===== src/skpl_pkg.sv =====
// Types and codes shared by the sorted key priority list
package skpl_pkg;
  localparam logic [2:0] REQ_PREPEND = 3'd0;
  localparam logic [2:0] REQ_APPEND  = 3'd1;
  localparam logic [2:0] REQ_INSERT  = 3'd2;
  localparam logic [2:0] REQ_POP     = 3'd3;
  localparam logic [2:0] REQ_DELETE  = 3'd4;

  localparam logic [1:0] ST_OK    = 2'd0;
  localparam logic [1:0] ST_EMPTY = 2'd1;
  localparam logic [1:0] ST_FULL  = 2'd2;

  localparam logic signed [31:0] KEY_MIN = 32'sh8000_0000;
  localparam logic signed [31:0] KEY_MAX = 32'sh7fff_ffff;

  typedef struct packed {
    logic [2:0]         req_type;
    logic signed [31:0] entry_key;
    logic [31:0]        entry_value;
  } req_t;

  typedef struct packed {
    logic [1:0]         status;
    logic signed [31:0] out_key;
    logic [31:0]        out_value;
    logic [5:0]         entry_count;
  } rsp_t;

  // controller to datapath
  typedef struct packed {
    logic load;
    logic step;
  } dp_cmd_t;

  // datapath to controller
  typedef struct packed {
    logic done;
  } dp_sts_t;
endpackage


===== src/skpl_if.sv =====
// Valid/ready channel interfaces for requests and responses
interface skpl_req_if import skpl_pkg::*; ();
  logic valid;
  logic ready;
  req_t data;
  modport source (output valid, output data, input ready);
  modport sink (input valid, input data, output ready);
endinterface

interface skpl_rsp_if import skpl_pkg::*; ();
  logic valid;
  logic ready;
  rsp_t data;
  modport source (output valid, output data, input ready);
  modport sink (input valid, input data, output ready);
endinterface


===== src/skpl_ctrl.sv =====
// Controller: accepts a beat, drives the datapath, hands the response out
module skpl_ctrl import skpl_pkg::*; (
  input  logic    clk_i,
  input  logic    rst_ni,
  input  logic    in_valid_i,
  output logic    in_ready_o,
  output logic    out_valid_o,
  input  logic    out_ready_i,
  output dp_cmd_t cmd_o,
  input  dp_sts_t sts_i
);
  typedef enum logic [2:0] {
    S_IDLE = 3'b001,
    S_RUN  = 3'b010,
    S_OUT  = 3'b100
  } state_e;

  state_e state_q, state_d;

  assign in_ready_o  = (state_q == S_IDLE);
  assign out_valid_o = (state_q == S_OUT);
  assign cmd_o.load  = (state_q == S_IDLE) && in_valid_i;
  assign cmd_o.step  = (state_q == S_RUN);

  always_comb begin
    state_d = state_q;
    unique case (state_q)
      S_IDLE: if (in_valid_i) state_d = S_RUN;
      S_RUN:  if (sts_i.done) state_d = S_OUT;
      S_OUT:  if (out_ready_i) state_d = S_IDLE;
      default: state_d = S_IDLE;
    endcase
  end

  always_ff @(posedge clk_i or negedge rst_ni) begin
    if (!rst_ni) state_q <= S_IDLE;
    else state_q <= state_d;
  end
endmodule


===== src/skpl_dp.sv =====
// Datapath: slot memory, position scan and shift sequencer
module skpl_dp import skpl_pkg::*; #(
  parameter int unsigned CAPACITY = 32
) (
  input  logic               clk_i,
  input  logic               rst_ni,
  input  logic signed [31:0] base_key_i,
  input  req_t               req_i,
  input  dp_cmd_t            cmd_i,
  output dp_sts_t            sts_o,
  output rsp_t               rsp_o
);
  localparam int unsigned AW = $clog2(CAPACITY);
  localparam int unsigned CW = $clog2(CAPACITY + 1);

  typedef enum logic [6:0] {
    P_SCAN  = 7'b0000001,
    P_RD    = 7'b0000010,
    P_CHK   = 7'b0000100,
    P_MVRD  = 7'b0001000,
    P_MVWR  = 7'b0010000,
    P_WRITE = 7'b0100000,
    P_DONE  = 7'b1000000
  } phase_e;

  logic [63:0] mem [CAPACITY];
  logic [63:0] rd_q;

  phase_e             ph_q, ph_d;
  req_t               req_q, req_d;
  logic [CW-1:0]      cnt_q, cnt_d;
  logic [CW-1:0]      idx_q, idx_d;
  logic [CW-1:0]      pos_q, pos_d;
  logic               ins_q, ins_d;
  logic signed [31:0] nkey_q, nkey_d;
  logic [1:0]         st_q, st_d;
  logic signed [31:0] okey_q, okey_d;
  logic [31:0]        oval_q, oval_d;

  logic [AW-1:0]      raddr;
  logic               we;
  logic [AW-1:0]      waddr;
  logic [63:0]        wdata;
  logic signed [31:0] rkey;
  logic signed [31:0] ekey;
  logic [CW-1:0]      idx_inc;
  logic [CW-1:0]      idx_dec;
  logic               last;

  assign rkey    = rd_q[63:32];
  assign ekey    = req_q.entry_key;
  assign idx_inc = idx_q + CW'(1);
  assign idx_dec = idx_q - CW'(1);
  assign last    = (idx_inc >= cnt_q);

  assign sts_o.done = (ph_q == P_DONE);
  assign rsp_o.status = st_q;
  assign rsp_o.out_key = okey_q;
  assign rsp_o.out_value = oval_q;
  assign rsp_o.entry_count = 6'(cnt_q);

  always_ff @(posedge clk_i) begin
    if (we) mem[waddr] <= wdata;
    rd_q <= mem[raddr];
  end

  // one read and one write per cycle; a move reads in P_MVRD, writes in P_MVWR
  always_comb begin
    raddr = idx_q[AW-1:0];
    we    = 1'b0;
    waddr = idx_q[AW-1:0];
    wdata = rd_q;
    case (ph_q)
      P_MVRD: raddr = ins_q ? idx_dec[AW-1:0] : idx_inc[AW-1:0];
      P_MVWR: we = 1'b1;
      P_WRITE: begin
        we    = 1'b1;
        waddr = pos_q[AW-1:0];
        wdata = {nkey_q, req_q.entry_value};
      end
      default: ;
    endcase
  end

  always_comb begin
    ph_d   = ph_q;
    req_d  = req_q;
    cnt_d  = cnt_q;
    idx_d  = idx_q;
    pos_d  = pos_q;
    ins_d  = ins_q;
    nkey_d = nkey_q;
    st_d   = st_q;
    okey_d = okey_q;
    oval_d = oval_q;
    if (cmd_i.load) begin
      req_d  = req_i;
      idx_d  = '0;
      pos_d  = '0;
      ins_d  = 1'b0;
      st_d   = ST_OK;
      okey_d = '0;
      oval_d = '0;
      ph_d   = P_SCAN;
    end else if (cmd_i.step) begin
      unique case (ph_q)
        P_SCAN: begin
          case (req_q.req_type) inside
            REQ_PREPEND, REQ_APPEND, REQ_INSERT: begin
              ins_d = 1'b1;
              if (cnt_q == CW'(CAPACITY)) begin
                st_d = ST_FULL;
                ph_d = P_DONE;
              end else if (cnt_q == '0) begin
                nkey_d = (req_q.req_type == REQ_INSERT) ? ekey : base_key_i;
                okey_d = (req_q.req_type == REQ_INSERT) ? ekey : base_key_i;
                ph_d   = P_WRITE;
              end else begin
                if (req_q.req_type == REQ_APPEND) idx_d = cnt_q - CW'(1);
                ph_d = P_RD;
              end
            end
            REQ_POP, REQ_DELETE: begin
              if (cnt_q == '0) begin
                st_d = ST_EMPTY;
                ph_d = P_DONE;
              end else begin
                ph_d = P_RD;
              end
            end
            default: ph_d = P_DONE;
          endcase
        end
        P_RD: ph_d = P_CHK;
        P_CHK: begin
          case (req_q.req_type)
            REQ_PREPEND: begin
              nkey_d = (rkey > KEY_MIN) ? rkey - 32'sd1 : KEY_MIN;
              okey_d = (rkey > KEY_MIN) ? rkey - 32'sd1 : KEY_MIN;
              pos_d  = '0;
              idx_d  = cnt_q;
              ph_d   = P_MVRD;
            end
            REQ_APPEND: begin
              nkey_d = (rkey < KEY_MAX) ? rkey + 32'sd1 : KEY_MAX;
              okey_d = (rkey < KEY_MAX) ? rkey + 32'sd1 : KEY_MAX;
              pos_d  = cnt_q;
              idx_d  = cnt_q;
              ph_d   = P_MVRD;
            end
            REQ_INSERT: begin
              nkey_d = ekey;
              okey_d = ekey;
              if (ekey >= rkey && !last) begin
                idx_d = idx_inc;
                ph_d  = P_RD;
              end else begin
                pos_d = (ekey >= rkey) ? idx_inc : idx_q;
                idx_d = cnt_q;
                ph_d  = P_MVRD;
              end
            end
            default: begin
              if (req_q.req_type == REQ_POP || rkey == ekey) begin
                okey_d = rkey;
                oval_d = rd_q[31:0];
                ph_d   = P_MVRD;
              end else if (last) begin
                st_d = ST_EMPTY;
                ph_d = P_DONE;
              end else begin
                idx_d = idx_inc;
                ph_d  = P_RD;
              end
            end
          endcase
        end
        P_MVRD: begin
          if (ins_q) begin
            if (idx_q == pos_q) ph_d = P_WRITE;
            else ph_d = P_MVWR;
          end else if (last) begin
            cnt_d = cnt_q - CW'(1);
            ph_d  = P_DONE;
          end else begin
            ph_d = P_MVWR;
          end
        end
        P_MVWR: begin
          idx_d = ins_q ? idx_dec : idx_inc;
          ph_d  = P_MVRD;
        end
        P_WRITE: begin
          cnt_d = cnt_q + CW'(1);
          ph_d  = P_DONE;
        end
        default: ph_d = P_DONE;
      endcase
    end
  end

  always_ff @(posedge clk_i or negedge rst_ni) begin
    if (!rst_ni) begin
      ph_q   <= P_DONE;
      req_q  <= '0;
      cnt_q  <= '0;
      idx_q  <= '0;
      pos_q  <= '0;
      ins_q  <= 1'b0;
      nkey_q <= '0;
      st_q   <= ST_OK;
      okey_q <= '0;
      oval_q <= '0;
    end else begin
      ph_q   <= ph_d;
      req_q  <= req_d;
      cnt_q  <= cnt_d;
      idx_q  <= idx_d;
      pos_q  <= pos_d;
      ins_q  <= ins_d;
      nkey_q <= nkey_d;
      st_q   <= st_d;
      okey_q <= okey_d;
      oval_q <= oval_d;
    end
  end
endmodule


===== src/sorted_key_priority_list.sv =====
// Top level of the sorted key priority list
// Usage:
//   req carries beats of (req_type, entry_key, entry_value); each request
//   gives one response beat on rsp with (status, out_key, out_value,
//   entry_count). APB register 0 at address 0 is base_key; write it only
//   while no request is in flight.
// Sequencing:
//   One request at a time. The slot memory has one registered read port,
//   so the position scan reads and then checks one entry at a time
//   (P_RD, P_CHK), and the shift that opens or closes a gap reads and
//   then writes each moved entry (P_MVRD, P_MVWR). The next request can
//   be accepted in the cycle after the response beat is taken.
// Reset:
//   Clears the entry count and base_key; slot contents stay undefined and
//   are never read before written.
// Stall:
//   The response is held in registers while rsp.ready is low; no new
//   request is accepted until it is taken.
module sorted_key_priority_list import skpl_pkg::*; #(
  parameter int unsigned CAPACITY = 32
) (
  input  logic        clk_i,
  input  logic        rst_ni,
  skpl_req_if.sink    req,
  skpl_rsp_if.source  rsp,
  input  logic        psel,
  input  logic        penable,
  input  logic        pwrite,
  input  logic [1:0]  paddr,
  input  logic [31:0] pwdata,
  output logic [31:0] prdata,
  output logic        pready
);
  logic signed [31:0] base_key_q;
  dp_cmd_t cmd;
  dp_sts_t sts;
  rsp_t    rsp_data;

  assign pready = 1'b1;
  assign prdata = (paddr == 2'd0) ? base_key_q : 32'd0;

  always_ff @(posedge clk_i or negedge rst_ni) begin
    if (!rst_ni) base_key_q <= '0;
    else if (psel && penable && pwrite && paddr == 2'd0) base_key_q <= pwdata;
  end

  skpl_ctrl u_ctrl (
    .clk_i, .rst_ni,
    .in_valid_i(req.valid), .in_ready_o(req.ready),
    .out_valid_o(rsp.valid), .out_ready_i(rsp.ready),
    .cmd_o(cmd), .sts_i(sts)
  );

  skpl_dp #(.CAPACITY(CAPACITY)) u_dp (
    .clk_i, .rst_ni,
    .base_key_i(base_key_q), .req_i(req.data),
    .cmd_i(cmd), .sts_o(sts), .rsp_o(rsp_data)
  );

  assign rsp.data = rsp_data;
endmodule


===== src/flat_wrapper.sv =====
// flat-port wrapper written by rule: the top's interface ports become plain ports
module sorted_key_priority_list_flat import skpl_pkg::*;
#(
  parameter int unsigned CAPACITY = 32
)
  (clk_i, rst_ni, psel, penable, pwrite, paddr, pwdata, prdata, pready, req_valid, req_data, req_ready, rsp_valid, rsp_data, rsp_ready);
  skpl_req_if req_i ();
  skpl_rsp_if rsp_i ();
  input  logic clk_i;
  input  logic rst_ni;
  input  logic psel;
  input  logic penable;
  input  logic pwrite;
  input  logic [1:0] paddr;
  input  logic [31:0] pwdata;
  output logic [31:0] prdata;
  output logic pready;
  input wire logic [$bits(req_i.valid)-1:0] req_valid;
  input wire logic [$bits(req_i.data)-1:0] req_data;
  output wire logic [$bits(req_i.ready)-1:0] req_ready;
  output wire logic [$bits(rsp_i.valid)-1:0] rsp_valid;
  output wire logic [$bits(rsp_i.data)-1:0] rsp_data;
  input wire logic [$bits(rsp_i.ready)-1:0] rsp_ready;
  assign req_i.valid = req_valid;
  assign req_i.data = req_data;
  assign req_ready = req_i.ready;
  assign rsp_valid = rsp_i.valid;
  assign rsp_data = rsp_i.data;
  assign rsp_i.ready = rsp_ready;
  sorted_key_priority_list #(.CAPACITY(CAPACITY)) u_core (.clk_i(clk_i), .rst_ni(rst_ni), .req(req_i), .rsp(rsp_i), .psel(psel), .penable(penable), .pwrite(pwrite), .paddr(paddr), .pwdata(pwdata), .prdata(prdata), .pready(pready));
endmodule

===== config.mk =====
export PLATFORM = sky130hd
export DESIGN_NAME = sorted_key_priority_list_flat
export DESIGN_NICKNAME = d
export VERILOG_FILES = /design/src/skpl_pkg.sv /design/src/skpl_if.sv /design/src/skpl_ctrl.sv /design/src/skpl_dp.sv /design/src/sorted_key_priority_list.sv /design/src/flat_wrapper.sv
export SDC_FILE = /design/constraint.sdc
export NUM_CORES = 2
export LEC_CHECK = 0
export ABC_CLOCK_PERIOD_IN_PS = 8700
export BUFFER_PORTS_ARGS = -buffer_cell sky130_fd_sc_hd__buf_2
export CAP_MARGIN = 5
export CORE_MARGIN = 3
export CORE_UTILIZATION = 35
export DETAILED_ROUTE_END_ITERATION = 10
export GPL_ROUTABILITY_DRIVEN = 0
export SLEW_MARGIN = 20
export SYNTH_ARGS = -nofsm -noshare
export SYNTH_HDL_FRONTEND = slang
export SYNTH_SLANG_ARGS = --single-unit
export TNS_END_PERCENT = 20

===== constraint.sdc =====
create_clock -name clk_i -period 8.7 [get_ports clk_i]
set_input_delay 0.435 -clock clk_i [delete_from_list [all_inputs] [get_ports clk_i]]
set_output_delay 0.435 -clock clk_i [all_outputs]
set_load 0.02 [all_outputs]

---- Yosys cells after proc, flatten, opt, wreduce, memory -nomap -nowiden ----
Memory sizes are Yosys's and may differ from the RTL's. A register that Yosys moved wholly into a read port is not among the register bits.
Cells that the tools add are included.
storage, ports and cells
  register bits ........................... 226
  bits in writable memories ............... 2048
  logic and storage cells ................. 181
  memories kept ........................... 1
cells by class
  add/subtract/negate cells ............... 6
  order comparisons ....................... 4
  equal/unequal tests ..................... 42
  muxes and demuxes ....................... 80
  bitwise operators ....................... 1
  reductions and logical operators ........ 33
memories
  memory           words  width  rd ports  clocked after Yosys merged registers in  wr ports  line           text
  u_core.u_dp.mem  32     64     1         1                                        1         skpl_dp.sv:26  logic [63:0] mem [CAPACITY];
operators by type and width
  cell                                                 number
  two-way mux 32 bit                                   15
  one-hot mux 32 bit (3 select lines)                  2
  one-hot mux 32 bit (2 select lines)                  2
  two-way mux 6 bit                                    19
  two-way mux 7 bit                                    10
  two-way mux 64 bit                                   1
  one-hot mux 6 bit (3 select lines)                   2
  one-hot mux 7 bit (5 select lines)                   1
  adder 32 x 2 -> 32 bit (second input constant)       1
  equality test 32 bit                                 1
  greater-or-equal comparator 32 bit                   1
  > comparator 32 bit (second input constant)          1
  less-than comparator 32 bit (second input constant)  1
  subtractor 32 x 2 -> 32 bit (second input constant)  1
  != test 3 x 2 -> 1 bit (second input constant)       9
  one-hot mux 6 bit (2 select lines)                   2
  two-way mux 2 bit                                    9
  AND reduction 8 bit                                  2
  two-way mux 5 bit                                    3
  != test 2 bit (second input constant)                7
  one-hot mux 7 bit (2 select lines)                   1
  nonzero test 2 bit                                   7
  adder 6 x 1 -> 6 bit (second input constant)         2
  subtractor 6 x 1 -> 6 bit (second input constant)    2
  other kinds (40)                                     64

---- Logic depth before layout (Yosys ltp) ----
  depth in word-level cells ............... 9
  gate-level depth with buffers ........... 14
  depth with buffers taken out ............ 10

---- Modules after synthesis ----
A second synthesis with hierarchy kept.
second synthesis, totals
  cells, all modules ...................... 4954
  area, all modules ....................... 94290.4 sq um
modules (own cells, without submodules)
  module                    times used  cells an instance  area an instance (sq um)  seq. area each (sq um)
  skpl_dp                   1           4832               92537.5                   67561.0
  sorted_key_priority_list  1           107                1585.3                    800.8
  skpl_ctrl                 1           15                 167.7                     76.3

---- Least setup slack after synthesis ----
Ideal clock, no wire load.
  path kind ............................... register to register
  from .................................... register u_core.u_dp.ph_q[2]
  to ...................................... memory u_core.u_dp.mem[1][0] (enable)
  library setup time ...................... 0.487 ns
  arrival time ............................ 4.527 ns
  setup slack ............................. 3.686 ns
  stages on the path, launching flop included .. 9
  path buffers ............................ 3
  period minus slack after synthesis ...... 5.014 ns
  cells stage by stage .................... dfrtp_1 > buf_2 > nor4_1 > and3_1 > clkbuf_1 > clkbuf_1 > nand2_1 > o32a_1 > nor2_1
on the way
  longest elaborated chain between the ends .. 5
  elaborated cells between the ends (all ways) .. 7
  those cells by class .................... 2 x eq/ne; 4 x mux; 1 x reduce/logical
ends and longest elaborated chain
  what                                                                                 line            text
  start: declaration                                                                   skpl_dp.sv:29   phase_e ph_q, ph_d;
  start signal: assignment                                                             skpl_dp.sv:215  ph_q <= ph_d;
  equality test 7 x 5 -> 1 bit / equality test 7 x 6 -> 1 bit (equally long branches)  skpl_dp.sv:73   case (ph_q)
  OR reduction 2 bit (no line)                                                         -
  two-way mux 1 bit                                                                    skpl_dp.sv:73
  two-way mux 1 bit                                                                    skpl_dp.sv:63   if (we) mem[waddr] <= wdata;
  two-way mux 1 bit (not written as such)                                              skpl_dp.sv:63
  end: declaration                                                                     skpl_dp.sv:26
Several ways; a longest one is shown, not always the timed one.

---- Final worst setup path ----
  from .................................... register u_core.u_dp.ph_q[2]
  to ...................................... memory u_core.u_dp.mem[21][36] (enable)
Same word-level chain as after synthesis.

==> results.md <==
- The fraction of layout cells with a size suffix above 1 is 23.7%.
- The TritonCTS clock tree is done.
- The peak fanout along the critical path is 47.
- The post-detailed-route count of antenna-violating nets is 0.
- STA classifies the critical path startpoint as a register.
- The number of setup buffers added after CTS is 0.
- Counting every net in the synthesized netlist gives around 5400.
- The die covers 276000 um^2.
- The height of the die is approximately 530 um.
- The share of synthesized area occupied by flip-flops and latches is 72.6%.
- After synthesis, the cell types taking the most area are edfxtp_1 65%, mux4_2 12%, dfrtp_1 5.9%.
- The total count of hold-check failures in the final report came to 0.
- The count of input and output buffers is roughly 210.
- Setup repair after global routing left no endpoint under its margin.
- The proportion of power drawn by flip-flops and latches is a little under 50%.
- The first global-routing pass estimated roughly 370 mm of wire.
- The combined area of the multi-input logic cells is roughly 25000 um^2.
- The critical path is of the reg -> reg type.
- STA classifies the critical path endpoint as a register.
- CTS built an H-tree with a depth of 4.
- The number of antenna violations at the first check in global routing is 8.
- For this design, the sink count on the clock tree is ~2300.
- The final routed DRC violation total is 0.
- STA puts the critical path data arrival time at 5730 ps.
- The synthesized design spends more area on one cell type than any other, namely edfxtp_1.
- The worst hold path belongs to the class in -> async.
- The cell area that synthesis handed to floorplanning was between 90000 and 100000 um^2.
- The final instance count without filler cells is approximately 9300.
- Compared with the post-synthesis result, the final layout area differs by 15.5%.
- In the synthesized netlist the async set-or-reset flop fraction comes to 9.67%.
- In this run, synthesis produced a sequential element count of around 2300.
- Net switching is between 20% and 30% of the power.
- For this design the static power due to leakage is 36.6 nW.
- The area of the placeable core is between 200000 and 300000 um^2.
- At the later pin of the worst-skew pair, clock insertion delay measures about 900 ps.
- The worst register-to-register path begins at u_core.u_dp.ph_q[2]$_DFFE_PN0N_.
- The clock passes through at most 3 buffers.
- Counting flops with a built-in enable in the synthesized netlist gives roughly 2000.
- The max-slew violation total from the final report is 0.
- The filler cells instantiated in the layout total 23600.
- The net count reported at finish is around 5700.
- The clock-pin slew on the worst setup and hold paths is about 60 ps.
- The count of yosys warnings during synthesis is 0.
- The clock root buffer is clkbuf_16.
- In the final timing run, aggregate negative setup slack is 0 ps.
- The via count of the first global-routing pass is just over 50000.
- In the layout the commonest cells are 2048 x edfxtp_1, 664 x nand2_1, 493 x mux4_2.
- The area occupied by registers is 68400 um^2.
- The number of placed I/O pins is around 220.
- The routed layout has ~51000 vias.
- The fraction of power consumed by combinational cells is 17.9%.
- The initialized floorplan defines 189 standard-cell rows.
- The worst relative slew slack is between 20% and 30%.
- The number of buffers created by CTS is 230.
- The actual slew at the worst max-slew pin is roughly 1200 ps.
- Across the VDD grid, the largest voltage drop is 194 uV.
- Power spread over the standard cell area amounts to 275 nW/um^2.
- Leaving out fill and tap cells, the most frequent cell in the layout is edfxtp_1.
- The synthesized area divided by synthesized cell count is around 18 um^2.
- Entering global routing, the biggest net connects 157 pins.
- The width of the die is roughly 530 um.
- The clock network is responsible for between 30% and 40% of the overall power.
- Across the run, the number of max-cap violations was 0.
- The net load switching power is between 8 and 9 mW.
- The final layout contains routed wiring with a total length of ~250 mm.
- The number of distinct library cells after synthesis is 93.
- The run finished with clean final reports.
- The worst clock skew on the final layout is ~63 ps.
- Global routing used a little under a fifth of the available tracks across all layers.
- The cell-internal power is ~21 mW.
- The number of cells after detailed placement is between 8000 and 9000.
- The fraction of synthesized cell area taken by the top area cell type is 65.2%.
- The total congestion overflow after global routing is 0.
- Once the floorplan was initialized, standard cells occupied between 30% and 40% of the core.
- The depth of the most critical reg-to-reg path is 7.
- The final count of negative-setup-slack endpoints is 0.
- The post-route minimum period is about 5200 ps.
- In this run the register-to-register setup slack is 3460 ps.
- The final critical path takes up roughly three fifths of the cycle.
- The count of instances resized after the clock tree is built is 0.
- The maximum clock rate is roughly 0.19 GHz.
- The violation count after the first detailed-routing iteration is slightly above 6000.
- The cell count after synthesis came out at ~5200.
- The critical path required time is about 9200 ps.
- The post-detailed-route via-to-cell ratio is 5.52.
- Among all flip-flop cells after synthesis, the most frequent one is edfxtp_1.
- The endpoint identified for the worst register-to-register timing path is u_core.u_dp.mem[21][36]$_DFFE_PP_.
- Detailed placement finished with a half-perimeter wire length of 144 mm.
- The final routed wire length divided by cell count is 27.3 um.
- The number of iterations in the first detailed-routing pass is 8.
-- how the worst max path moves through the flow --
stage	start	endpoint	slack, ps	depth (start not counted)
after floorplan	u_core.u_dp.ph_q[2]$_DFFE_PN0N_	u_core.u_dp.mem[1][0]$_DFFE_PP_	3690	8
after global placement	u_core.u_dp.ph_q[2]$_DFFE_PN0N_	u_core.u_dp.mem[21][40]$_DFFE_PP_	3460	7
after detailed placement	u_core.u_dp.ph_q[2]$_DFFE_PN0N_	u_core.u_dp.mem[21][41]$_DFFE_PP_	3430	7
after CTS	u_core.u_dp.ph_q[2]$_DFFE_PN0N_	u_core.u_dp.mem[21][36]$_DFFE_PP_	3450	7
after global routing	u_core.u_dp.ph_q[2]$_DFFE_PN0N_	u_core.u_dp.mem[21][36]$_DFFE_PP_	3270	7
final	u_core.u_dp.ph_q[2]$_DFFE_PN0N_	u_core.u_dp.mem[21][36]$_DFFE_PP_	3460	7
-- sequential cells by signal, summed over array words and instances, names as in the netlist --
register and flops:
u_core.u_dp.idx_q 6, u_core.u_dp.cnt_q 6, u_core.u_dp.ph_q 7, u_core.u_dp.req_q 35
u_core.u_dp.rd_q 64, u_core.u_dp.oval_q 32, u_core.u_dp.okey_q 32, u_core.u_dp.ins_q 1
u_core.u_dp.ekey 32, u_core.base_key_q 32, u_core.u_dp.mem 2048, u_core.u_dp.nkey_q 32
u_core.u_dp.pos_q 6, u_core.u_dp.st_q 2, u_core.u_ctrl.state_q 3
-- area by class of cell --
type,instances,area share [%]
clock inverters,150,1.55
multi-input cells,2500,22.7
inverters,50,0.172
diodes,5,0.0115
repair buffers,452,3.05
well taps,3533,4.06
flip-flops and latches,2338,62.9
clock buffers,286,5.59
-- critical path, cell delays in order (launching register included) --
cell and delay (ps):
dfrtp_1 480, nor4_1 650, and3_4 690, buf_4 570, nand2_1 120, o32a_1 520, nor2_4 870, buf_4 850
-- cell usage after synthesis, drive strengths merged, types with 6 or more instances --
cell	n
a2111oi	6
a211oi	23
a21boi	7
a21o	6
a21oi	72
a221oi	69
a22o	10
a311oi	7
a31oi	15
a32o	59
and2	38
and3	51
buf	157
clkbuf	159
clkinv	7
dfrtp	224
dfxtp	64
edfxtp	2048
ha	45
inv	43
mux2	37
mux2i	207
mux4	512
nand2	669
nand3	91
nand3b	6
nand4	21
nor2	105
nor2b	11
nor3	50
nor4	17
o211ai	7
o21ai	132
o221ai	7
o22ai	9
o31a	6
o31ai	39
or2	8
or3	12
xnor2	69
xor2	16
-- power groups by stage --
stage          Combinational (mW)  Clock, mW  Sequential [mW]
3_5_place_dp                 5.25          0             14.7
5_1_grt                      5.80       10.8             14.5
6_report                     5.37       10.1             14.5
3_3_place_gp                 5.10          0             14.7
2_1_floorplan                3.29          0             14.4
4_1_cts                      5.30       10.3             14.5
-- metrics by stage --
| stage | setup slack (ps) | area [um^2] | utilization [%] | hold slack (ps) | total power, mW |
|---|---|---|---|---|---|
| 6_report | 3460 | 109000 | 40.9 | 95.1 | 30.0 |
| 2_1_floorplan | 3690 | 94300 | - | 139 | 17.7 |
| 3_3_place_gp | 3460 | 99900 | 37.5 | 399 | 19.8 |
| 3_5_place_dp | 3430 | 99900 | 37.5 | 408 | 19.9 |
| 5_1_grt | 3270 | 109000 | 40.9 | 162 | 31.1 |
| 4_1_cts | 3450 | 109000 | 40.8 | 114 | 30.1 |
-- logic make-up after synthesis --
| group | after synthesis | synth area share (%) |
|---|---|---|
| flip-flops | 2338 | 72.6 |
| AND/OR/NAND/NOR | 1104 | 5.17 |
| multiplexers | 756 | 14.9 |
| AO/OA/AOI/OAI | 509 | 4.02 |
| buffers and inverters | 368 | 1.87 |
| XOR/XNOR | 85 | 0.825 |
| adder cells (fa/ha/maj) | 45 | 0.597 |
| other | 1 | 0.00398 |
-- routing by layer --
layer | vias up | global-route usage (%) | wire, um
met5 | - | 0 | 23
met4 | 4 | 4.25 | 5420
met3 | 326 | 3.23 | 20700
met2 | 2322 | 27.0 | 113000
met1 | 27200 | 27.4 | 115000
li1 | 21600 | - | -
-- what timing repair did --
item / in CTS / in global routing
endpoints found under the hold margin: 172 / 0
hold buffers: 102 / 0
endpoints found under the setup margin: 0 / 0
Note: power is estimated with default switching activity, not from simulation.
